File: src/design/irs_ram.sv
// generic simple dual-port ram with registered read
module irs_ram #(
  parameter int WIDTH = 8,
  parameter int DEPTH = 16
) (
  input  logic                     clk,
  input  logic                     we,
  input  logic [$clog2(DEPTH)-1:0] waddr,
  input  logic [WIDTH-1:0]         wdata,
  input  logic                     re,
  input  logic [$clog2(DEPTH)-1:0] raddr,
  output logic [WIDTH-1:0]         rdata
);

  logic [WIDTH-1:0] mem [DEPTH];
  logic [WIDTH-1:0] rdata_r;

  // write port
  always_ff @(posedge clk) begin
    if (we) begin
      mem[waddr] <= wdata;
    end
  end

  // registered read port
  always_ff @(posedge clk) begin
    if (re) begin
      rdata_r <= mem[raddr];
    end
  end

  assign rdata = rdata_r;

endmodule

File: config.mk
export PLATFORM = sky130hd
export DESIGN_NAME = irs_ram
export DESIGN_NICKNAME = d
export VERILOG_FILES = /design/src/design/irs_ram.sv
export SDC_FILE = /design/constraint.sdc
export NUM_CORES = 1
export LEC_CHECK = 0
export ABC_AREA = 1
export BUFFER_PORTS_ARGS = -buffer_cell sky130_fd_sc_hd__buf_2
export CAP_MARGIN = 20
export CORE_MARGIN = 1
export CORE_UTILIZATION = 40
export DETAILED_ROUTE_END_ITERATION = 8
export GPL_TIMING_DRIVEN = 0
export PLACE_DENSITY = 0.6
export SYNTH_ARGS = -nofsm -noshare
export SYNTH_HDL_FRONTEND = slang
export SYNTH_SLANG_ARGS = --single-unit
File: constraint.sdc
create_clock -name clk -period 3.5 [get_ports clk]
set_input_delay 0.7 -clock clk [delete_from_list [all_inputs] [get_ports clk]]
set_output_delay 0.7 -clock clk [all_outputs]
set_load 0.05 [all_outputs]
## After elaboration in Yosys (flattened, before gate mapping)

Memories as Yosys holds them, arrays and structs flattened. A register that Yosys moved wholly into a read port is not among the register bits.
Index checks and enable logic that the tools add are counted.

- $add $sub $neg: 0
- Multiply operators: 0
- Divide/modulo/power cells: 0
- Order comparisons: 0
- Equal/unequal tests: 0
- Shift operators: 0
- Muxes and demuxes: 2
- Bitwise logic cells: 0
- Reduce and logical (&&, ||, !) cells: 0

Operator list:

| kind | count |
|---|---|
| $mux 1 | 2 |

- Register bits: 0
- Latch bits: 0
- RAM bits: 128
- ROM bits: 0
- Input port bits: 19
- Output and inout port bits: 8
- Logic and storage cells: 3
- Memories kept: 1

Memories:

| name | words | bits a word | read ports | clocked after Yosys merged registers in | wr ports | line | text |
|---|---|---|---|---|---|---|---|
| mem | 16 | 8 | 1 | 1 | 1 | 15 | `logic [WIDTH-1:0] mem [DEPTH];` |

## Depth between registers and ports, before layout

Gate-level depths: netlist (run 1).

- Depth in word-level cells: 2
- Mapped depth: 8
- Mapped depth without buffers: 7

## Worst setup path after synthesis (run 1)

OpenSTA, ideal clock, no wires.

- Kind: in2reg
- Start point: input waddr[2]
- End point: memory mem[10][0], enable pin
- Setup time: 0.370 ns
- Arrival time: 1.281 ns
- Data required time: 3.130 ns
- Slack: 1.849 ns
- Stages on the path: 2
- Buffers on the path: 0
- Path through: nand3b_1 > nor2_1

RTL lines:

| element | line | text |
|---|---|---|
| start: declaration | 8 | `input logic [$clog2(DEPTH)-1:0] waddr,` |
| end: declaration | 15 |  |

No word-level cell before the write port.

## Worst setup path in the final report (run 1)

- Start point: input waddr[2]
- End point: memory mem[8][7], enable pin

No word-level cell before the write port.

==> flow_summary.toml, run 1 <==
[die]
design.core.area_mm2 = 0.01410
start_util_pct = 41.48
fp.dieArea_mm2 = 0.01510
fp.dieH_um = 122.9
fp.dieW_um = 122.9
io_pins = 27
rows = 43

[run]
drv_cap = 0

[route]
drc = 0
wl_per_cell_um = 18.25
first_pass_iters = 5
antenna_left = 0
vias = 3873
drtIter0Drc = 390
via_per_inst = 4.927
routed_wl_um = 14350

[clock_network]
path_clk_slew_ns = 0.06
clock_latency_ns = 0.43
cts_resized = 0
post_cts_buffers = 0
cts_buffer_depth = 2
clock_sinks = 136
numCtsBuffers = 17
cts_hold_buf = 0
htreeDepth = 4
cts_tree = "built"
cts-root-buf = "clkbuf_16"

[final_layout]
syn_to_final_growth_pct = 16.29
final_cell_mix = "nand2_1 (173), edfxtp_1 (136), inv_1 (100)"
fin_nets = 612
drive_gt1_share_pct = 12.87
fill_cells = 1277
final_common_cell = "nand2_1"
antennaDiodeCount = 0
layout.cells.non_filler = 786

[power_and_ir_drop]
p_leak_nw = 2.914
vdd_ir_drop_max_v = 0.0003574
power_density_mw_per_mm2 = 583.0

[setup_path]
r2r_start = "mem[6][0]$_DFFE_PP_"
path_class = "input pin to flip-flop"
crit_fanout = 8
crit_path_start_kind = "input pin"
r2r_end = "rdata[0]$_DFFE_PP_"
required_ns = 3.55
critPathArrivalTime_ns = 1.78
regToRegSetupSlack_ns = 2.31
cp-end-kind = "flip-flop"
reg2regPathDepth = 6

[sta]
fmax_mhz = 579.1
drv_slew = 0
clock_skew_ns = 0.003533
period_needed_ns = 1.727
setup_violations = 0
whs_ns = 0.6126
rsz0062_at_grt = "false"
hold_viol_final = 0
tightestPinTransition_ns = 0.8950
relSlewSlack_pct = 40.12
fin_crit_sh_pct = 49.33
setup_tns_ns = 0

[run_status]
status = "finished, final reports clean"

[min_path]
min-delay-path-class = "input pin to flip-flop"
hold_depth = 1
hold_end = "rdata[5]$_DFFE_PP_"
hp-start = "re"

[placed_design]
place.gp.congestion = 0.8930
hpwl_um = 9372
post-place-cells = 754
io_buffers = 23

[grt]
grt_pass1_vias = 3703
grt_usage_pct = 21.15
grt_pass1_wl_um = 21960
grt_max_degree = 17
antenna_found_initial = 0
grt-ovfl-total = 0

[yosys]
syn_inst = 551
synth-seq-cells = 136
yosys.cell_types.count = 11
syn_area_per_cell_um2 = 10.61
synth-seq-area-share_pct = 69.85
yosysWarningCount = 0
synth_nets = 570
synth_area_mm2 = 0.005847
==> through the flow <==
stage	total power, mW	area, um^2	utilization, %	worst slack [ns]
after floorplan	2.034	5847	-	1.849
after global placement	2.136	6187	43.89	1.304
after detailed placement	2.141	6187	43.89	1.285
after CTS	3.978	6799	48.23	1.732
after global routing	4.072	6799	48.23	1.681
final	3.964	6799	48.23	1.773
==> Yosys cell counts <==
master	instances	share of area (%)
buf_4	4	0.51
inv_1	100	6.4
buf_1	1	0.064
buf_6	6	1.2
buf_2	13	1.1
nor2_1	17	1.1
nand2_1	173	11
edfxtp_1	136	70
nand3b_1	2	0.26
nand3_1	97	8.3
inv_2	2	0.13
==> power by group <==
group	switching, mW	internal, mW
sequential	0.00827	1.84
clock	0.671	1.18
combinational	0.196	0.0686
==> flip-flops by register name, indices dropped and copies added, names as in the netlist <==
register / cells
rdata: 8
mem: 128
==> worst max-delay path, stage by stage <==
cell	delay, ns
buf_2	0.12
nand3b_1	0.26
nor2_1	0.70
==> how the worst max path moves through the flow <==
stage                         from  slack, ns                   end  depth (start not counted)
after floorplan           waddr[2]       1.85  mem[10][0]$_DFFE_PP_                          2
after global placement    waddr[3]       1.30   mem[4][1]$_DFFE_PP_                          3
after detailed placement  waddr[3]       1.28   mem[5][3]$_DFFE_PP_                          3
after CTS                 waddr[3]       1.73   mem[5][3]$_DFFE_PP_                          3
after global routing      waddr[3]       1.68   mem[5][0]$_DFFE_PP_                          3
final                     waddr[2]       1.77   mem[8][7]$_DFFE_PP_                          3
==> cell families after synthesis <==
kind of cell	after synthesis	synth area share (%)
flops	136	69.85
simple gates	289	20.76
buf+inv	126	9.394
==> cell type report <==
type / count / area [um^2] / area share [%]
clock buffer: 19 / 432.9 / 6.367
inverter: 102 / 382.9 / 5.631
clock inverter: 13 / 178.9 / 2.632
buffer: 24 / 166.4 / 2.448
timing repair buffer: 23 / 115.1 / 1.693
tap: 180 / 225.2 / 3.312
multi-input combinational: 289 / 1214 / 17.85
sequential: 136 / 4084 / 60.07
==> per-layer routing <==
metal  up-vias  track usage, %  part of all wire, %  wire length [um]
met5         -               0                    0                 0
li1       1864               -                    -                 -
met4         0           7.088                  1.3               182
met2       126           32.30                   46              6663
met1      1865           29.82                   46              6549
met3        18           4.797                  6.6               950
(Power assumes the default switching activity.)
==> run 2: changes to the inputs <==
--- a/config.mk
+++ b/config.mk
@@ -12,7 +12,7 @@
 export CORE_UTILIZATION = 40
 export DETAILED_ROUTE_END_ITERATION = 8
 export GPL_TIMING_DRIVEN = 0
-export PLACE_DENSITY = 0.6
+export PLACE_DENSITY = 0.62
 export SYNTH_ARGS = -nofsm -noshare
 export SYNTH_HDL_FRONTEND = slang
 export SYNTH_SLANG_ARGS = --single-unit
==> constraint.sdc (replaced) <==
create_clock -name clk -period 1.5 [get_ports clk]
set_input_delay 0.3 -clock clk [delete_from_list [all_inputs] [get_ports clk]]
set_output_delay 0.3 -clock clk [all_outputs]
set_load 0.05 [all_outputs]
==> flow_summary.toml, run 2 (synthesis results as in run 1) <==
[die]
fp.dieW_um = 122.9
fp.dieH_um = 122.9
io_pins = 27
fp.dieArea_mm2 = 0.01510
start_util_pct = 41.48
design.core.area_mm2 = 0.01410
rows = 43

[clock_network]
clock_latency_ns = 0.42
cts_tree = "built"
cts_hold_buf = 0
htreeDepth = 4
cts-root-buf = "clkbuf_16"
clock_sinks = 136
cts_buffer_depth = 2
numCtsBuffers = 17
path_clk_slew_ns = 0.05

[run_status]
status = "finished, final reports clean"

[power_and_ir_drop]
p_total_mw = 9.039
net-switching-power_mw = 2.002
pwr-share-seq_pct = 47.6
vdd_ir_drop_max_v = 0.0009787
netSwitchingFraction_pct = 22.15
intPower_mw = 7.038
p_clk_share_pct = 45.6
power_density_mw_per_mm2 = 1334
p_leak_nw = 2.894
comb_power_share_pct = 6.8

[final_layout]
final_common_cell = "nand2_1"
final_cell_mix = "nand2_1 (173), edfxtp_1 (136), inv_1 (100)"
drive_gt1_share_pct = 12.56
layout.cells.non_filler = 785
fin_nets = 612
final_util_pct = 48.06
syn_to_final_growth_pct = 15.86
regMostFlops = "mem"
post-route-cell-area_mm2 = 0.006774
fill_cells = 1282
largest_reg_flops = 128
antennaDiodeCount = 0

[route]
drtIter0Drc = 520
routed_wl_um = 13880
vias = 3906
via_per_inst = 4.976
first_pass_iters = 5
wl_per_cell_um = 17.68
drc = 0
antenna_left = 0

[sta]
fin_crit_sh_pct = 96.93
hold_viol_final = 0
setup_violations = 0
rsz0062_at_grt = "true"
relSlewSlack_pct = 36.02
tightestPinTransition_ns = 0.9562
whs_ns = 0.2151
fmax_mhz = 687.8
period_needed_ns = 1.454
clock_skew_ns = 0.007710
drv_slew = 0

[grt]
grt_pass1_wl_um = 21250
antenna_found_initial = 0
grt_max_degree = 17
grt_usage_pct = 20.23
grt_pass1_vias = 3796
grt-ovfl-total = 0

[setup_path]
max_stage_delay_ns = 0.79
slowest_stage = "nor2_1"
crit_chain = "buf_2, nand3b_1, nor2_1"
critPathArrivalTime_ns = 1.49
crit_path_start_kind = "input pin"
crit_fanout = 8
required_ns = 1.54
path_class = "input pin to flip-flop"
cp-end-kind = "flip-flop"

[run]
drv_cap = 0

[placed_design]
post-place-cells = 754
placed_cell_area_mm2 = 0.006187
hpwl_um = 9011
io_buffers = 23
place.gp.congestion = 0.8535

[min_path]
min-delay-path-class = "input pin to flip-flop"
[run 2: cell types whose count changed in the layout (fill, tap and decap cells not counted)]
cell        before  now
clkinvlp_4       4    5
clkinv_1         0    1
clkinv_2         4    1
clkinv_4         1    2
bufinv_16        4    3
[run 2: final cells by class]
type                    count  area (um^2)  share of cell area, %
clock buffers              19        432.9                  6.391
flip-flops and latches    136         4084                  60.29
inverters                 102        382.9                  5.652
repair buffers             23        115.1                  1.699
well taps                 180        225.2                  3.325
multi-input cells         289         1214                  17.92
plain buffers              24        166.4                  2.457
clock inverters            12        153.9                  2.272
[run 2: worst paths after layout]
path                        startpoint                  end  slack, ns  depth (start not counted)
setup reg to reg   mem[2][3]$_DFFE_PP_   rdata[3]$_DFFE_PP_       0.29                          6
setup / recovery              waddr[3]  mem[7][0]$_DFFE_PP_       0.05                          3
hold reg to reg   mem[12][5]$_DFFE_PP_   rdata[5]$_DFFE_PP_       0.79                          6
hold / removal                      re   rdata[1]$_DFFE_PP_       0.22                          1
[run 2: worst max-delay path: cells and delay by family]
kind	cells	cell delay, ns
and+or+nand+nor	2	1.07
buffers and inverters	1	0.11
[run 2: timing repair]
item / in CTS / in global routing
buffers inserted: 0 / 0
gates resized for setup: 0 / 0
setup endpoints to repair: 0 / 16
[run 2: routing by layer]
| metal | part of all wire (%) | wire (um) | up-vias | GRT usage (%) |
|---|---|---|---|---|
| li1 | - | - | 1867 | - |
| met1 | 45 | 6212 | 1833 | 27.44 |
| met2 | 44 | 6173 | 167 | 30.02 |
| met3 | 7.3 | 1017 | 39 | 5.074 |
| met4 | 3.4 | 478 | 0 | 10.59 |
| met5 | 0 | 0 | - | 0 |
[run 2: per-stage QoR]
step	TNS [ns]	worst slack, ns
3_3_place_gp	-21.82	-0.3389
5_1_grt	-0.4325	-0.03580
3_5_place_dp	-24.15	-0.3858
4_1_cts	0	0.05340
2_1_floorplan	0	0.2492
6_report	0	0.04605
[run 2: power groups by stage]
stage	registers (mW)	logic, mW	clock network (mW)
after floorplan	4.44	0.300	0
after CTS	4.30	0.613	4.14
after detailed placement	4.38	0.606	0
final	4.30	0.615	4.12
after global routing	4.31	0.670	4.27
after global placement	4.38	0.599	0
==> run 3: changes to the inputs <==
--- a/config.mk
+++ b/config.mk
@@ -5,7 +5,7 @@
 export SDC_FILE = /design/constraint.sdc
 export NUM_CORES = 1
 export LEC_CHECK = 0
-export ABC_AREA = 1
+export ABC_AREA = 0
 export BUFFER_PORTS_ARGS = -buffer_cell sky130_fd_sc_hd__buf_2
 export CAP_MARGIN = 20
 export CORE_MARGIN = 1
==> flow_summary.toml, run 3 <==
[placed_design]
hpwl_um = 6269
place.gp.congestion = 0.7169
post-place-cells = 429
io_buffers = 25
post-place-ws_ns = -0.4807

[sta]
setup_ws_ns = -0.06718
clock_skew_ns = 0.007020
fmax_mhz = 638.1
period_needed_ns = 1.567
whs_ns = 0.2256
tightestPinTransition_ns = 0.8692
setup_violations = 16
drv_slew = 0
rsz0062_at_grt = "true"
fin_crit_sh_pct = 104.5
relSlewSlack_pct = 41.84
hold_viol_final = 0

[grt]
grt_pass1_wl_um = 14770
grt_usage_pct = 16.29
grt_pass1_vias = 2451
grt-ovfl-total = 0
grt_max_degree = 17
antenna_found_initial = 0

[clock_network]
clock_sinks = 136
numCtsBuffers = 17
cts-root-buf = "clkbuf_16"
post_cts_buffers = 0
path_clk_slew_ns = 0.06
htreeDepth = 4
cts_tree = "built"
cts_hold_buf = 0
clock_latency_ns = 0.41
cts_buffer_depth = 2

[power_and_ir_drop]
p_total_mw = 9.025
comb_power_share_pct = 5.5
vdd_ir_drop_max_v = 0.0007952
pwr-share-seq_pct = 47.7
p_leak_nw = 2.020
net-switching-power_mw = 1.801
power_density_mw_per_mm2 = 1449
intPower_mw = 7.223
p_clk_share_pct = 46.8
netSwitchingFraction_pct = 19.96

[yosys]
synthTopCellsByArea = "edfxtp_1 (78%), mux4_2 (7.8%), mux4_1 (7.0%), a22oi_1 (2.3%), nor2_1 (0.93%)"
syn_inst = 229
synth_top_cell_by_area = "edfxtp_1"
synth_top_area_share_pct = 78.12
synth_ff_type = "edfxtp_1"
netlist_top_cells_count = "edfxtp_1 (136), mux4_2 (18), a22oi_1 (16), mux4_1 (14), nor2_1 (13)"
synth_nets = 248
async_flop_share_pct = 0
yosysWarningCount = 0
yosys.cell_types.count = 18
synth-seq-cells = 136
post-synth-top-count-cell = "edfxtp_1"
synth_area_mm2 = 0.005228
synth-seq-area-share_pct = 78.12
syn_area_per_cell_um2 = 22.83
synth_edf_count = 136

[die]
design.core.area_mm2 = 0.01267
io_pins = 27
start_util_pct = 41.26
fp.dieW_um = 116.3
fp.dieH_um = 116.3
fp.dieArea_mm2 = 0.01353
rows = 41

[final_layout]
antennaDiodeCount = 0
syn_to_final_growth_pct = 19.12
drive_gt1_share_pct = 38.81
largest_reg_flops = 128
fin_nets = 295
regMostFlops = "mem"
layout.cells.non_filler = 458
final_common_cell = "edfxtp_1"
final_cell_mix = "edfxtp_1 (136), mux4_2 (32), buf_2 (28)"

[setup_path]
r2r_end = "rdata[0]$_DFFE_PP_"
critPathArrivalTime_ns = 1.60
path_class = "input pin to flip-flop"
reg2regPathDepth = 3
regToRegSetupSlack_ns = 0.02
crit_path_start_kind = "input pin"
cp-end-kind = "flip-flop"
crit_fanout = 8
r2r_start = "mem[3][0]$_DFFE_PP_"
required_ns = 1.53

[route]
wl_per_cell_um = 21.41
drtIter0Drc = 157
first_pass_iters = 4
drc = 0
routed_wl_um = 9808
via_per_inst = 5.260
antenna_left = 0
vias = 2409

[run]
drv_cap = 0

[min_path]
hp-start = "re"
min-delay-path-class = "input pin to flip-flop"
hold_end = "rdata[2]$_DFFE_PP_"
hold_depth = 1

[run_status]
status = "finished with violations"
violations = "setup timing"
==> run 3: cells by family (layout without fill, tap and decap cells) <==
kind of cell,Yosys count,in the layout,share of synthesized area (%)
flops,136,136,78.12
buf+inv,10,67,1.651
mux,32,32,14.79
simple gates,35,35,3.136
compound gates,16,16,2.298
==> run 3: worst max path at each step <==
stage | startpoint | endpoint | cells after the start
5_1_grt | waddr[2] | mem[2][0]$_DFFE_PP_ | 3
3_5_place_dp | waddr[2] | mem[3][1]$_DFFE_PP_ | 3
6_report | waddr[2] | mem[0][3]$_DFFE_PP_ | 3
2_1_floorplan | waddr[2] | mem[3][0]$_DFFE_PP_ | 2
4_1_cts | waddr[2] | mem[2][5]$_DFFE_PP_ | 3
3_3_place_gp | waddr[2] | mem[8][3]$_DFFE_PP_ | 3
==> run 3: cell type report <==
class / count / area, um^2
plain buffers: 10 / 120.1
clock buffers: 17 / 425.4
clock inverters: 12 / 180.2
fillers: 1029 / 6444
multi-input cells: 83 / 1055
flip-flops and latches: 136 / 4084
well taps: 172 / 215.2
repair buffers: 28 / 147.6
==> run 3: power groups by stage <==
stage	Clock, mW	Combinational [mW]	Sequential, mW
after floorplan	0	0.235	4.44
after global placement	0	0.480	4.37
after detailed placement	0	0.488	4.38
after CTS	4.28	0.497	4.30
after global routing	4.44	0.533	4.31
final	4.22	0.499	4.30
==> run 3: worst max-delay path: stages <==
cell and delay, ns:
buf_2 0.13, or3b_2 0.54, nor3_2 0.63
==> run 3: layer usage <==
metal	track usage (%)	part of all wire [%]
met5	0	0
met4	5.897	0.94
met3	4.100	4.1
met2	26.82	50
met1	21.05	45
==> run 3: what timing repair did <==
item,in CTS,in global routing
hold endpoints to repair,0,0
cloned,0,0
endpoints found under the setup margin,36,32
resized for setup,5,6
pin swaps,1,2
==> run 3: per-stage QoR <==
| stage | instance area, um^2 | utilization, % | setup TNS, ns |
|---|---|---|---|
| 3_5_place_dp | 5580 | 44.04 | -34.55 |
| 4_1_cts | 6208 | 49.00 | -1.028 |
| 6_report | 6227 | 49.15 | -0.9171 |
| 2_1_floorplan | 5218 | - | -1.985 |
| 3_3_place_gp | 5558 | 43.86 | -41.32 |
| 5_1_grt | 6227 | 49.15 | -1.617 |
