[config.mk]
export PLATFORM = sky130hd
export DESIGN_NAME = irs_seq
export DESIGN_NICKNAME = d
export VERILOG_FILES = /design/src/design/irs_pkg.sv /design/src/design/irs_seq.sv
export SDC_FILE = /design/constraint.sdc
export NUM_CORES = 1
export LEC_CHECK = 0
export ABC_AREA = 1
export BUFFER_PORTS_ARGS = -buffer_cell sky130_fd_sc_hd__buf_2
export CAP_MARGIN = 20
export CORE_MARGIN = 5
export CORE_UTILIZATION = 50
export CTS_CLUSTER_SIZE = 10
export DETAILED_ROUTE_END_ITERATION = 16
export GPL_ROUTABILITY_DRIVEN = 1
export PLACE_DENSITY = 0.69
export SYNTH_ARGS = -nofsm -noshare
export SYNTH_HDL_FRONTEND = slang
export SYNTH_SLANG_ARGS = --single-unit
export TNS_END_PERCENT = 50
[constraint.sdc]
create_clock -name clk -period 4.8 [get_ports clk]
set_clock_uncertainty 0.15 [all_clocks]
set_input_delay 0.24 -clock clk [delete_from_list [all_inputs] [get_ports clk]]
set_output_delay 0.24 -clock clk [all_outputs]
set_load 0.03 [all_outputs]
[src/design/irs_pkg.sv]
// shared types, opcodes, status codes and defaults for the interrupt subscriber router
package irs_pkg;

  // fixed field widths of the request and result channels
  localparam int OP_W   = 2;
  localparam int VEC_W  = 8;
  localparam int CNT_W  = 9;
  localparam int PID_W  = 16;
  localparam int STAT_W = 2;

  // first vector that may be dispatched
  localparam int FIRST_VECTOR = 16;

  // parameter defaults
  localparam int VECTOR_COUNT_DEF = 256;
  localparam int SLOTS_DEF        = 4;
  localparam int PID_BITS_DEF     = 16;

  // opcodes
  localparam logic [OP_W-1:0] OP_DISPATCH   = 2'd0;
  localparam logic [OP_W-1:0] OP_REGISTER   = 2'd1;
  localparam logic [OP_W-1:0] OP_UNREGISTER = 2'd2;

  // status codes
  localparam logic [STAT_W-1:0] STAT_OK    = 2'd0;
  localparam logic [STAT_W-1:0] STAT_FULL  = 2'd1;
  localparam logic [STAT_W-1:0] STAT_RANGE = 2'd2;

  typedef struct packed {
    logic [OP_W-1:0]  opcode;
    logic [VEC_W-1:0] vector;
    logic [CNT_W-1:0] count;
    logic [PID_W-1:0] pid;
  } irs_in_t;

  typedef struct packed {
    logic [PID_W-1:0]  target_pid;
    logic [VEC_W-1:0]  out_vector;
    logic              delivered;
    logic              vector_enabled;
    logic [STAT_W-1:0] status;
    logic              last;
  } irs_out_t;

endpackage

[src/design/irs_seq.sv]
// request sequencer: table walks, read-modify-write of vector words, result generation
module irs_seq
  import irs_pkg::*;
#(
  parameter int VECTOR_COUNT = VECTOR_COUNT_DEF,
  parameter int SLOTS        = SLOTS_DEF,
  parameter int PID_BITS     = PID_BITS_DEF,
  localparam int VIDX_W      = $clog2(VECTOR_COUNT),
  localparam int WORD_W      = SLOTS * PID_BITS + 1
) (
  input  logic              clk,
  input  logic              rst_n,
  input  logic              in_valid,
  output logic              in_stall,
  input  irs_in_t           in_data,
  output logic              emit_v,
  output irs_out_t          emit_d,
  input  logic              emit_rdy,
  output logic              ram_re,
  output logic [VIDX_W-1:0] ram_raddr,
  input  logic [WORD_W-1:0] ram_q,
  output logic              ram_we,
  output logic [VIDX_W-1:0] ram_waddr,
  output logic [WORD_W-1:0] ram_wdata
);

  localparam int VCNT_W = VIDX_W + 1;
  localparam int TAB_W  = SLOTS * PID_BITS;
  localparam logic [VCNT_W-1:0] VC_L   = VCNT_W'(VECTOR_COUNT);
  localparam logic [VEC_W:0]    VC_V   = (VEC_W + 1)'(VECTOR_COUNT);
  localparam logic [VEC_W+1:0]  VC_E   = (VEC_W + 2)'(VECTOR_COUNT);
  localparam logic [VEC_W:0]    FIRST_V = (VEC_W + 1)'(FIRST_VECTOR);

  typedef enum logic [4:0] {
    S_IDLE  = 5'b00001,
    S_WALK  = 5'b00010,
    S_DRD   = 5'b00100,
    S_DSEND = 5'b01000,
    S_RESP  = 5'b10000
  } irs_state_t;

  irs_state_t          state_r, state_nxt;
  logic [OP_W-1:0]     op_r, op_nxt;
  logic [VEC_W-1:0]    vec_r, vec_nxt;
  logic [PID_BITS-1:0] pid_r, pid_nxt;
  logic [VCNT_W-1:0]   addr_r, addr_nxt;
  logic [VCNT_W-1:0]   lim_r, lim_nxt;
  logic                rd_pend_r, rd_pend_nxt;
  logic [VIDX_W-1:0]   rd_addr_r, rd_addr_nxt;
  logic                full_r, full_nxt;
  logic                range_r, range_nxt;
  logic [STAT_W-1:0]   stat_r, stat_nxt;
  logic                res_en_r, res_en_nxt;
  logic [TAB_W-1:0]    slots_r, slots_nxt;
  logic                en_r, en_nxt;
  logic [SLOTS-1:0]    occ_r, occ_nxt;
  logic [VECTOR_COUNT-1:0] vld_r;

  logic [PID_BITS-1:0] pid_in_st;
  logic [PID_BITS-1:0] sel_pid;
  logic [PID_W-1:0]    tgt_pid;
  logic [WORD_W-1:0]   cur_word;
  logic [WORD_W-1:0]   reg_word;
  logic [WORD_W-1:0]   unreg_word;
  logic [SLOTS-1:0]    free_m, free_first, match_m, occ_m, occ_low, occ_clr;
  logic [VEC_W:0]      vec_ext;
  logic [VEC_W+1:0]    end_sum;
  logic                vec_ok, disp_ok, reg_range, issue;

  // stored pid width versus port pid width
  generate
    if (PID_BITS > PID_W) begin : g_pid_wide
      assign pid_in_st = {{(PID_BITS - PID_W){1'b0}}, in_data.pid};
      assign tgt_pid   = sel_pid[PID_W-1:0];
    end else if (PID_BITS == PID_W) begin : g_pid_same
      assign pid_in_st = in_data.pid;
      assign tgt_pid   = sel_pid;
    end else begin : g_pid_narrow
      assign pid_in_st = in_data.pid[PID_BITS-1:0];
      assign tgt_pid   = {{(PID_W - PID_BITS){1'b0}}, sel_pid};
    end
  endgenerate

  // range decode of the incoming request
  assign vec_ext   = {1'b0, in_data.vector};
  assign end_sum   = {2'b00, in_data.vector} + {1'b0, in_data.count};
  assign vec_ok    = vec_ext < VC_V;
  assign disp_ok   = vec_ok && (vec_ext >= FIRST_V);
  assign reg_range = (in_data.count != '0) && (end_sum > VC_E);

  // read data, entries never written read as zero
  assign cur_word = vld_r[rd_addr_r] ? ram_q : '0;

  // per-slot masks of the word just read
  always_comb begin
    for (int k = 0; k < SLOTS; k++) begin
      free_m[k]  = cur_word[k*PID_BITS +: PID_BITS] == '0;
      match_m[k] = cur_word[k*PID_BITS +: PID_BITS] == pid_r;
    end
  end
  assign occ_m      = ~free_m;
  assign free_first = free_m & ~(free_m - SLOTS'(1));

  // modified words for register and unregister
  always_comb begin
    reg_word   = cur_word;
    unreg_word = cur_word;
    reg_word[WORD_W-1] = 1'b1;
    for (int k = 0; k < SLOTS; k++) begin
      if (free_first[k]) begin
        reg_word[k*PID_BITS +: PID_BITS] = pid_r;
      end
      if (match_m[k]) begin
        unreg_word[k*PID_BITS +: PID_BITS] = '0;
      end
    end
  end

  // lowest occupied slot during dispatch
  assign occ_low = occ_r & ~(occ_r - SLOTS'(1));
  assign occ_clr = occ_r & (occ_r - SLOTS'(1));
  always_comb begin
    sel_pid = '0;
    for (int k = 0; k < SLOTS; k++) begin
      if (occ_low[k]) begin
        sel_pid = sel_pid | slots_r[k*PID_BITS +: PID_BITS];
      end
    end
  end

  assign issue    = addr_r < lim_r;
  assign in_stall = state_r != S_IDLE;

  // next state and datapath control
  always_comb begin
    state_nxt   = state_r;
    op_nxt      = op_r;
    vec_nxt     = vec_r;
    pid_nxt     = pid_r;
    addr_nxt    = addr_r;
    lim_nxt     = lim_r;
    rd_pend_nxt = 1'b0;
    rd_addr_nxt = rd_addr_r;
    full_nxt    = full_r;
    range_nxt   = range_r;
    stat_nxt    = stat_r;
    res_en_nxt  = res_en_r;
    slots_nxt   = slots_r;
    en_nxt      = en_r;
    occ_nxt     = occ_r;
    ram_re      = 1'b0;
    ram_raddr   = addr_r[VIDX_W-1:0];
    ram_we      = 1'b0;
    ram_waddr   = rd_addr_r;
    ram_wdata   = reg_word;
    emit_v      = 1'b0;
    emit_d      = '0;
    emit_d.out_vector = vec_r;
    case (state_r)
      S_IDLE: begin
        if (in_valid) begin
          op_nxt    = in_data.opcode;
          vec_nxt   = in_data.vector;
          pid_nxt   = pid_in_st;
          full_nxt  = 1'b0;
          range_nxt = 1'b0;
          case (in_data.opcode)
            OP_DISPATCH: begin
              if (disp_ok) begin
                ram_re      = 1'b1;
                ram_raddr   = in_data.vector[VIDX_W-1:0];
                rd_addr_nxt = in_data.vector[VIDX_W-1:0];
                state_nxt   = S_DRD;
              end else begin
                stat_nxt   = STAT_RANGE;
                res_en_nxt = 1'b0;
                state_nxt  = S_RESP;
              end
            end
            OP_REGISTER: begin
              addr_nxt  = vec_ok ? {1'b0, in_data.vector[VIDX_W-1:0]} : VC_L;
              lim_nxt   = (end_sum >= VC_E) ? VC_L : end_sum[VCNT_W-1:0];
              range_nxt = reg_range;
              state_nxt = S_WALK;
            end
            OP_UNREGISTER: begin
              res_en_nxt = 1'b0;
              if (pid_in_st == '0) begin
                stat_nxt  = STAT_OK;
                state_nxt = S_RESP;
              end else begin
                addr_nxt  = '0;
                lim_nxt   = VC_L;
                state_nxt = S_WALK;
              end
            end
            default: begin
              state_nxt = S_IDLE;
            end
          endcase
        end
      end
      S_WALK: begin
        // read one word ahead, write back the word read last cycle
        ram_re      = issue;
        rd_pend_nxt = issue;
        rd_addr_nxt = addr_r[VIDX_W-1:0];
        if (issue) begin
          addr_nxt = addr_r + VCNT_W'(1);
        end
        if (rd_pend_r) begin
          if (op_r == OP_REGISTER) begin
            ram_we    = free_m != '0;
            ram_wdata = reg_word;
            if (free_m == '0) begin
              full_nxt = 1'b1;
            end
          end else begin
            ram_we    = match_m != '0;
            ram_wdata = unreg_word;
          end
        end
        if (!issue && !rd_pend_r) begin
          res_en_nxt = 1'b0;
          stat_nxt   = range_r ? STAT_RANGE : (full_r ? STAT_FULL : STAT_OK);
          state_nxt  = S_RESP;
        end
      end
      S_DRD: begin
        slots_nxt = cur_word[TAB_W-1:0];
        en_nxt    = cur_word[WORD_W-1];
        occ_nxt   = occ_m;
        if (occ_m == '0) begin
          stat_nxt   = STAT_OK;
          res_en_nxt = cur_word[WORD_W-1];
          state_nxt  = S_RESP;
        end else begin
          state_nxt = S_DSEND;
        end
      end
      S_DSEND: begin
        // one result per occupied slot, lowest slot first
        emit_v                = 1'b1;
        emit_d.target_pid     = tgt_pid;
        emit_d.delivered      = 1'b1;
        emit_d.vector_enabled = en_r;
        emit_d.status         = STAT_OK;
        emit_d.last           = occ_clr == '0;
        if (emit_rdy) begin
          occ_nxt = occ_clr;
          if (occ_clr == '0) begin
            state_nxt = S_IDLE;
          end
        end
      end
      S_RESP: begin
        emit_v                = 1'b1;
        emit_d.vector_enabled = res_en_r;
        emit_d.status         = stat_r;
        emit_d.last           = 1'b1;
        if (emit_rdy) begin
          state_nxt = S_IDLE;
        end
      end
      default: begin
        state_nxt = S_IDLE;
      end
    endcase
  end

  // control registers
  always_ff @(posedge clk) begin
    if (!rst_n) begin
      state_r   <= S_IDLE;
      rd_pend_r <= 1'b0;
      vld_r     <= '0;
    end else begin
      state_r   <= state_nxt;
      rd_pend_r <= rd_pend_nxt;
      if (ram_we) begin
        vld_r[ram_waddr] <= 1'b1;
      end
    end
  end

  // payload registers
  always_ff @(posedge clk) begin
    op_r      <= op_nxt;
    vec_r     <= vec_nxt;
    pid_r     <= pid_nxt;
    addr_r    <= addr_nxt;
    lim_r     <= lim_nxt;
    rd_addr_r <= rd_addr_nxt;
    full_r    <= full_nxt;
    range_r   <= range_nxt;
    stat_r    <= stat_nxt;
    res_en_r  <= res_en_nxt;
    slots_r   <= slots_nxt;
    en_r      <= en_nxt;
    occ_r     <= occ_nxt;
  end

`ifndef ASSERT_OFF
  a_no_rw_clash: assert property (@(posedge clk) disable iff (!rst_n)
    ram_we && ram_re |-> ram_waddr != ram_raddr)
    else $error("write and read of the same vector word in one cycle");

  a_dsend_occ: assert property (@(posedge clk) disable iff (!rst_n)
    state_r == S_DSEND |-> occ_r != '0)
    else $error("dispatch send with no occupied slot left");

  a_pend_walk: assert property (@(posedge clk) disable iff (!rst_n)
    rd_pend_r |-> state_r == S_WALK)
    else $error("pending walk read outside of a walk");

  a_last_idle: assert property (@(posedge clk) disable iff (!rst_n)
    emit_v && emit_rdy && emit_d.last |=> state_r == S_IDLE)
    else $error("sequencer busy after the last result of a request");

  a_disp_start: assert property (@(posedge clk) disable iff (!rst_n)
    in_valid && !in_stall && in_data.opcode == OP_DISPATCH
      |=> state_r == S_DRD || state_r == S_RESP)
    else $error("dispatch request did not start a lookup or a response");
`endif

endmodule

# ---- Word-level counts from Yosys, hierarchy flattened
# Cells that the tools add are included.
dict set report op_classes {
  n_addsub 4
  order_cmp 7
  n_eq_ne 31
  n_mux 80
  bitwise 10
  n_reduce_logical 33
}
# operator n
set ops {}
lappend ops {{$mux W65} 4}
lappend ops {{$or A256 B256 Y256} 1}
lappend ops {{$mux W16} 13}
lappend ops {{$logic_not A16 Y1} 5}
lappend ops {{$eq A16 B16 Y1} 4}
lappend ops {{$mux W8} 7}
lappend ops {{$mux W9} 6}
lappend ops {{$pmux W9 S2} 3}
lappend ops {{$or A16 B16 Y16} 3}
lappend ops {{$mux W5} 8}
lappend ops {{$pmux W5 S5} 1}
lappend ops {{$ne A2 B2 Y1 const B} 12}
lappend ops {{$mux W1} 19}
lappend ops {{$lt A8 B9 Y1 const B} 2}
lappend ops {{$pmux W4 S2} 2}
lappend ops {{$pmux W8 S2} 1}
lappend ops {{$pmux W5 S3} 1}
lappend ops {{$reduce_and A5 Y1} 3}
lappend ops {{$and A4 B4 Y4} 3}
lappend ops {{$logic_not A4 Y1} 3}
lappend ops {{$mux W2} 6}
lappend ops {{$not A4 Y4} 3}
lappend ops {{$add A8 B9 Y10} 1}
lappend ops {{$ge A10 B9 Y1 const B} 1}
lappend ops {{other kinds (36)} 53}
dict set report totals {
  register_bits 388
  in_bits 104
  out_inout_bits 114
  elab_cells 181
}

# ---- Logic depth before layout (Yosys ltp)
dict set report logic_depth {
  ltp_word 11
  mapped_depth 32
}

# ---- Least setup slack after synthesis
# No wires, ideal clock.
dict set report synth_timing {
  path_kind {reg2out}
  start {reg rd_addr_r[0] (netlist: ram_waddr[0])}
  end {out ram_wdata[50]}
  arrival_time_ns 3.644
  required_ns 4.410
  setup_slack_ns 0.766
  stages_incl_launch_ff 25
  n_path_buf 6
  cell_sequence {edfxtp_1 buf_4 buf_6 buf_2 nand2_1 o21ai_0 nand2_1 nand2_1 nand2_1 nand2_1 o21ai_0 nand2_1 nor2_1 nor2_1 nor2_1 nand2_2 buf_2 buf_2 o21ai_1 nand3_1 nand3b_1 nor2_1 buf_2 nand2_1 a31oi_1}
}
dict set report synth_between {
  elab_chain_cells 11
  word_cells_on_any_way 16
  cone_classes {1 x add/sub; 1 x eq/ne; 8 x mux; 2 x bitwise; 4 x reduce/logical}
}
# element line_no
set synth_rtl {}
lappend synth_rtl {{start: declaration} irs_seq.sv:49} ;# logic [VIDX_W-1:0] rd_addr_r, rd_addr_nxt;
lappend synth_rtl {{start signal: assignment} irs_seq.sv:293} ;# rd_addr_r <= rd_addr_nxt;
lappend synth_rtl {{$bmux W1 S8 (*)} irs_seq.sv:92} ;# assign cur_word = vld_r[rd_addr_r] ? ram_q : '0;
lappend synth_rtl {{$mux W1 (not written as such) (*)} irs_seq.sv:92}
lappend synth_rtl {{$mux W65 (*)} irs_seq.sv:92}
lappend synth_rtl {{$logic_not A16 Y1} irs_seq.sv:97} ;# free_m[k] = cur_word[k*PID_BITS +: PID_BITS] == '0;
lappend synth_rtl {{$sub A4 B1 Y4} irs_seq.sv:102} ;# assign free_first = free_m & ~(free_m - SLOTS'(1));
lappend synth_rtl {{$not A4 Y4} irs_seq.sv:102}
lappend synth_rtl {{$and A4 B4 Y4} irs_seq.sv:102}
lappend synth_rtl {{$mux W16} irs_seq.sv:110} ;# if (free_first[k]) begin
lappend synth_rtl {{$mux W65} irs_seq.sv:212} ;# if (op_r == OP_REGISTER) begin
lappend synth_rtl {{$mux W65} irs_seq.sv:211} ;# if (rd_pend_r) begin
lappend synth_rtl {{$mux W65 (*)} irs_seq.sv:159} ;# case (state_r)
lappend synth_rtl {{end: declaration} irs_seq.sv:24} ;# output logic [WORD_W-1:0] ram_wdata
# Every way passes the cells marked *; elsewhere a longest branch is shown, timed or not. The select of a mux whose other input is x is not followed.

# ---- Worst setup path in the final report
dict set report layout_timing {
  start {reg rd_addr_r[0] (netlist: ram_waddr[0])}
  end {out ram_wdata[38]}
}
# The elaborated chain is that of the path after synthesis.

==> results.md <==
* Drt first pass iters at 8
* Avg Cell Area, Syn at 6.731 sq um
* Period minus WS final at ~4.8 ns
* Post-synthesis cell count at 3239
* Remaining DRCs at 0
* Clock Latency Late Sink at 0.57 ns
* Register area share after synthesis at 0.4141
* Area of the multi-input gates at 0.01092 sq mm
* Setup TNS at -0.03103 ns
* Row Count at 76
* P per Cell Area at 285.4 mW/mm^2
* Finished Layout Cells at 4118
* Die W at 218.8 microns
* Outcome: finished with violations
* Crit path largest cell delay at 0.38 ns
* Area grow syn2layout at 25.70%
* Leak at around 11 nW
* Final setup viols at 3
* Post-Syn Nets at roughly 3400
* Via count at around 24000
* Crit path arrival time at around 4.4 ns
* GRT Total Usage at 0.3231
* Core area at 0.04308 sq mm
* # H-tree levels at 2
* Die area at approximately 0.048 sq mm
* Post-synth EDFFs at around 130
* RSZ-0062 raised after global routing: true
* Worst EP required at 4.41 ns
* Worst Setup Path Type: reg2out
* Placed insts at between 3000 and 4000
* DRT Wirelength at ~84000 microns
* Synth top area cells: dfxtp_1 (24%), edfxtp_1 (17%), nand2_1 (14%)
* Most frequent cell after synthesis: nand2_1
* Initial Utilization at 0.5061
* Hold Fails Final Rpt at 0
* Final worst-path cycle share at 1.005
* Top_reg_cell synth: dfxtp_1
* Clk root buf: clkbuf_16
* Top Ports at approximately 220
* YS warnings at 0
* First-pass GRT wire length at 122200 microns
* Final Slew Violations at 0
* Layout cells sized above 1 at 0.1662
* Largest net degree at the start of global routing at 128
* Placed wire-length estimate at 54400 microns
* Clock sinks at 388
* Buf+Inv Stages, Crit Path at 10
* Startpoint types: flip-flop
* Routability cong. at 1.028
* Maximum operating frequency at ~0.21 GHz
* Ys async rst share at 0
* Final Power at 7.821 mW
* Top-area cell type share of the netlist area at 0.2406
* Vias in the first global route at 21200
* Crit path top cell by count: buf_12
* TritonCTS clock tree: built
* Worst-path clk slew at 0.06 ns
* Violated checks: negative setup slack
* Crit path max-delay family: simple AND/OR/NAND/NOR gates
* Worst min path class: in2reg
* Setup WS post-layout at -0.02361 ns
* Crit. End Element: output port
* Distinct cells, synth at 43
* # nets final at 3632
* Via density at 5.730
* Initial antenna violation count at 3
* Routed len/inst at 20.28 microns
* Gr ovfl total at 0
* Die height at ~220 microns
* # Max-Cap Violations at 0
* Sequential Area at 0.009029 sq mm
* Critical Path Fanout Max at 7
* 1st-iter DRT viols at 2974
* Post-place setup slack at approximately 0.12 ns
* Highest-delay cell along the critical path: edfxtp_1
* Relative slew slack at 0.1266
* Synth top cells by count: nand2_1 (789), inv_1 (427), nor2_1 (426)
* Biggest area consumer among synthesized cells: dfxtp_1
* Worst ir drop on vdd at slightly above 0.0003 V
* Clock buffer count from CTS at between 40 and 50
* Antenna-violating nets left at 0
* Filler cells at 3867
* Post-synth design cell area at between 0.02 and 0.025 sq mm
* #FFs+latches synth at 388
* Clk buf depth at 3
* Port buffer count at approximately 220
* Worst-Margin Slew at 1.308 ns
-- final timing paths --
| path | slack [ns] | cells past startpoint | start | to |
|---|---|---|---|---|
| worst max-delay path | -0.02 | 29 | ram_waddr[0]$_DFFE_PP_ | ram_wdata[38] |
| worst max register to register | 0.16 | 27 | ram_waddr[0]$_DFFE_PP_ | stat_r[1]$_DFFE_PP_ |
| worst min-delay path | 0.03 | 3 | ram_q[56] | slots_r[56]$_DFFE_PP_ |
| worst min register to register | 0.30 | 2 | vld_r[148]$_SDFFE_PN0P_ | vld_r[148]$_SDFFE_PN0P_ |
-- worst register-to-register path: stages, from the launching register on --
cell	delay, ns
edfxtp_1	0.38
buf_6	0.16
buf_12	0.16
buf_12	0.16
nand2_8	0.11
buf_12	0.14
nor2_4	0.03
a21oi_2	0.10
nand2_1	0.06
nand2_1	0.06
nand2_2	0.07
o21ai_1	0.13
nand2_1	0.09
nor2_2	0.12
nor2_2	0.06
nor2_4	0.15
nand2_4	0.16
buf_6	0.16
clkbuf_16	0.18
nand2_2	0.08
buf_6	0.10
buf_4	0.10
nand4_1	0.08
nor3_1	0.43
nand4_1	0.31
nand2_1	0.18
nand3_1	0.11
nor3_1	0.29
-- layout by cell type (no fill, tap or decap), types with 19 or more instances in the layout --
cell type and count:
nand2_1 719, inv_1 417, nor2_1 388, nand3_1 341, a21oi_1 315, dfxtp_1 262
buf_2 166, edfxtp_1 126, o21ai_0 113, buf_4 93, dlygate4sd3_1 76, clkbuf_16 60
nand2_2 51, o21ai_1 47, buf_6 36, nor2_2 26, buf_12 26, nand2_4 23
clkbuf_1 19
-- flip-flops by register name (all words and copies together) (netlist names), 2 cells and up --
| signal | count |
|---|---|
| op_r | 2 |
| addr_r | 9 |
| vld_r | 256 |
| ram_waddr | 8 |
| slots_r | 64 |
| pid_r | 16 |
| vec_r | 8 |
| state_r | 5 |
| lim_r | 9 |
| occ_r | 4 |
| stat_r | 2 |
-- logic make-up (layout without fill, tap and decap cells) --
| kind of cell | count (synthesis) | in the layout | share of synthesized area |
|---|---|---|---|
| AOI/OAI and AO/OA | 564 | 564 | 0.1370 |
| xor gates and xnor gates | 20 | 20 | 0.008035 |
| adders and majority gates | 18 | 18 | 0.01067 |
| buffers and inverters | 638 | 926 | 0.1265 |
| DFF | 388 | 388 | 0.4141 |
| other | 0 | 2 | 0 |
| and+or+nand+nor | 1611 | 1615 | 0.3037 |
-- area by class of cell --
cell class | instances | share of cell area
Antenna cell | 2 | 0.0001826
Clock buffer | 67 | 0.04561
Inverter | 432 | 0.06049
Multi-Input combinational cell | 2217 | 0.3984
Tap cell | 585 | 0.02671
Sequential cell | 388 | 0.3294
Clock inverter | 1 | 0.0005935
Timing Repair Buffer | 426 | 0.1386
-- power breakdown --
part           total, mW  switching (mW)  internal, mW
sequential          3.58          0.0942          3.48
combinational       1.14           0.801         0.341
clock               3.10            1.33          1.77
total               7.82            2.22          5.60
-- metal layers --
metal | track usage | wire [microns]
met5 | 0 | 27
met4 | 0.1170 | 3688
met3 | 0.06222 | 8871
met2 | 0.5126 | 37770
met1 | 0.4420 | 33150
-- through the flow --
stage	utilization	instance area (sq um)	hold slack (ns)
final	0.6362	27410	0.03435
after global routing	0.6362	27410	0.01611
after CTS	0.5980	25760	0.0002764
after detailed placement	0.5411	23310	0.2891
after global placement	0.5411	23310	0.2861
after floorplan	-	21800	0.1886
-- what timing repair did --
action,in CTS,in global routing
endpoints found under the setup margin,63,69
pin swaps,7,63
endpoints found under the hold margin,88,3
setup buffers,5,26
gates resized for setup,100,274
hold buffers,73,3
cloned,4,25
Power figures use the tool's default switching activity.
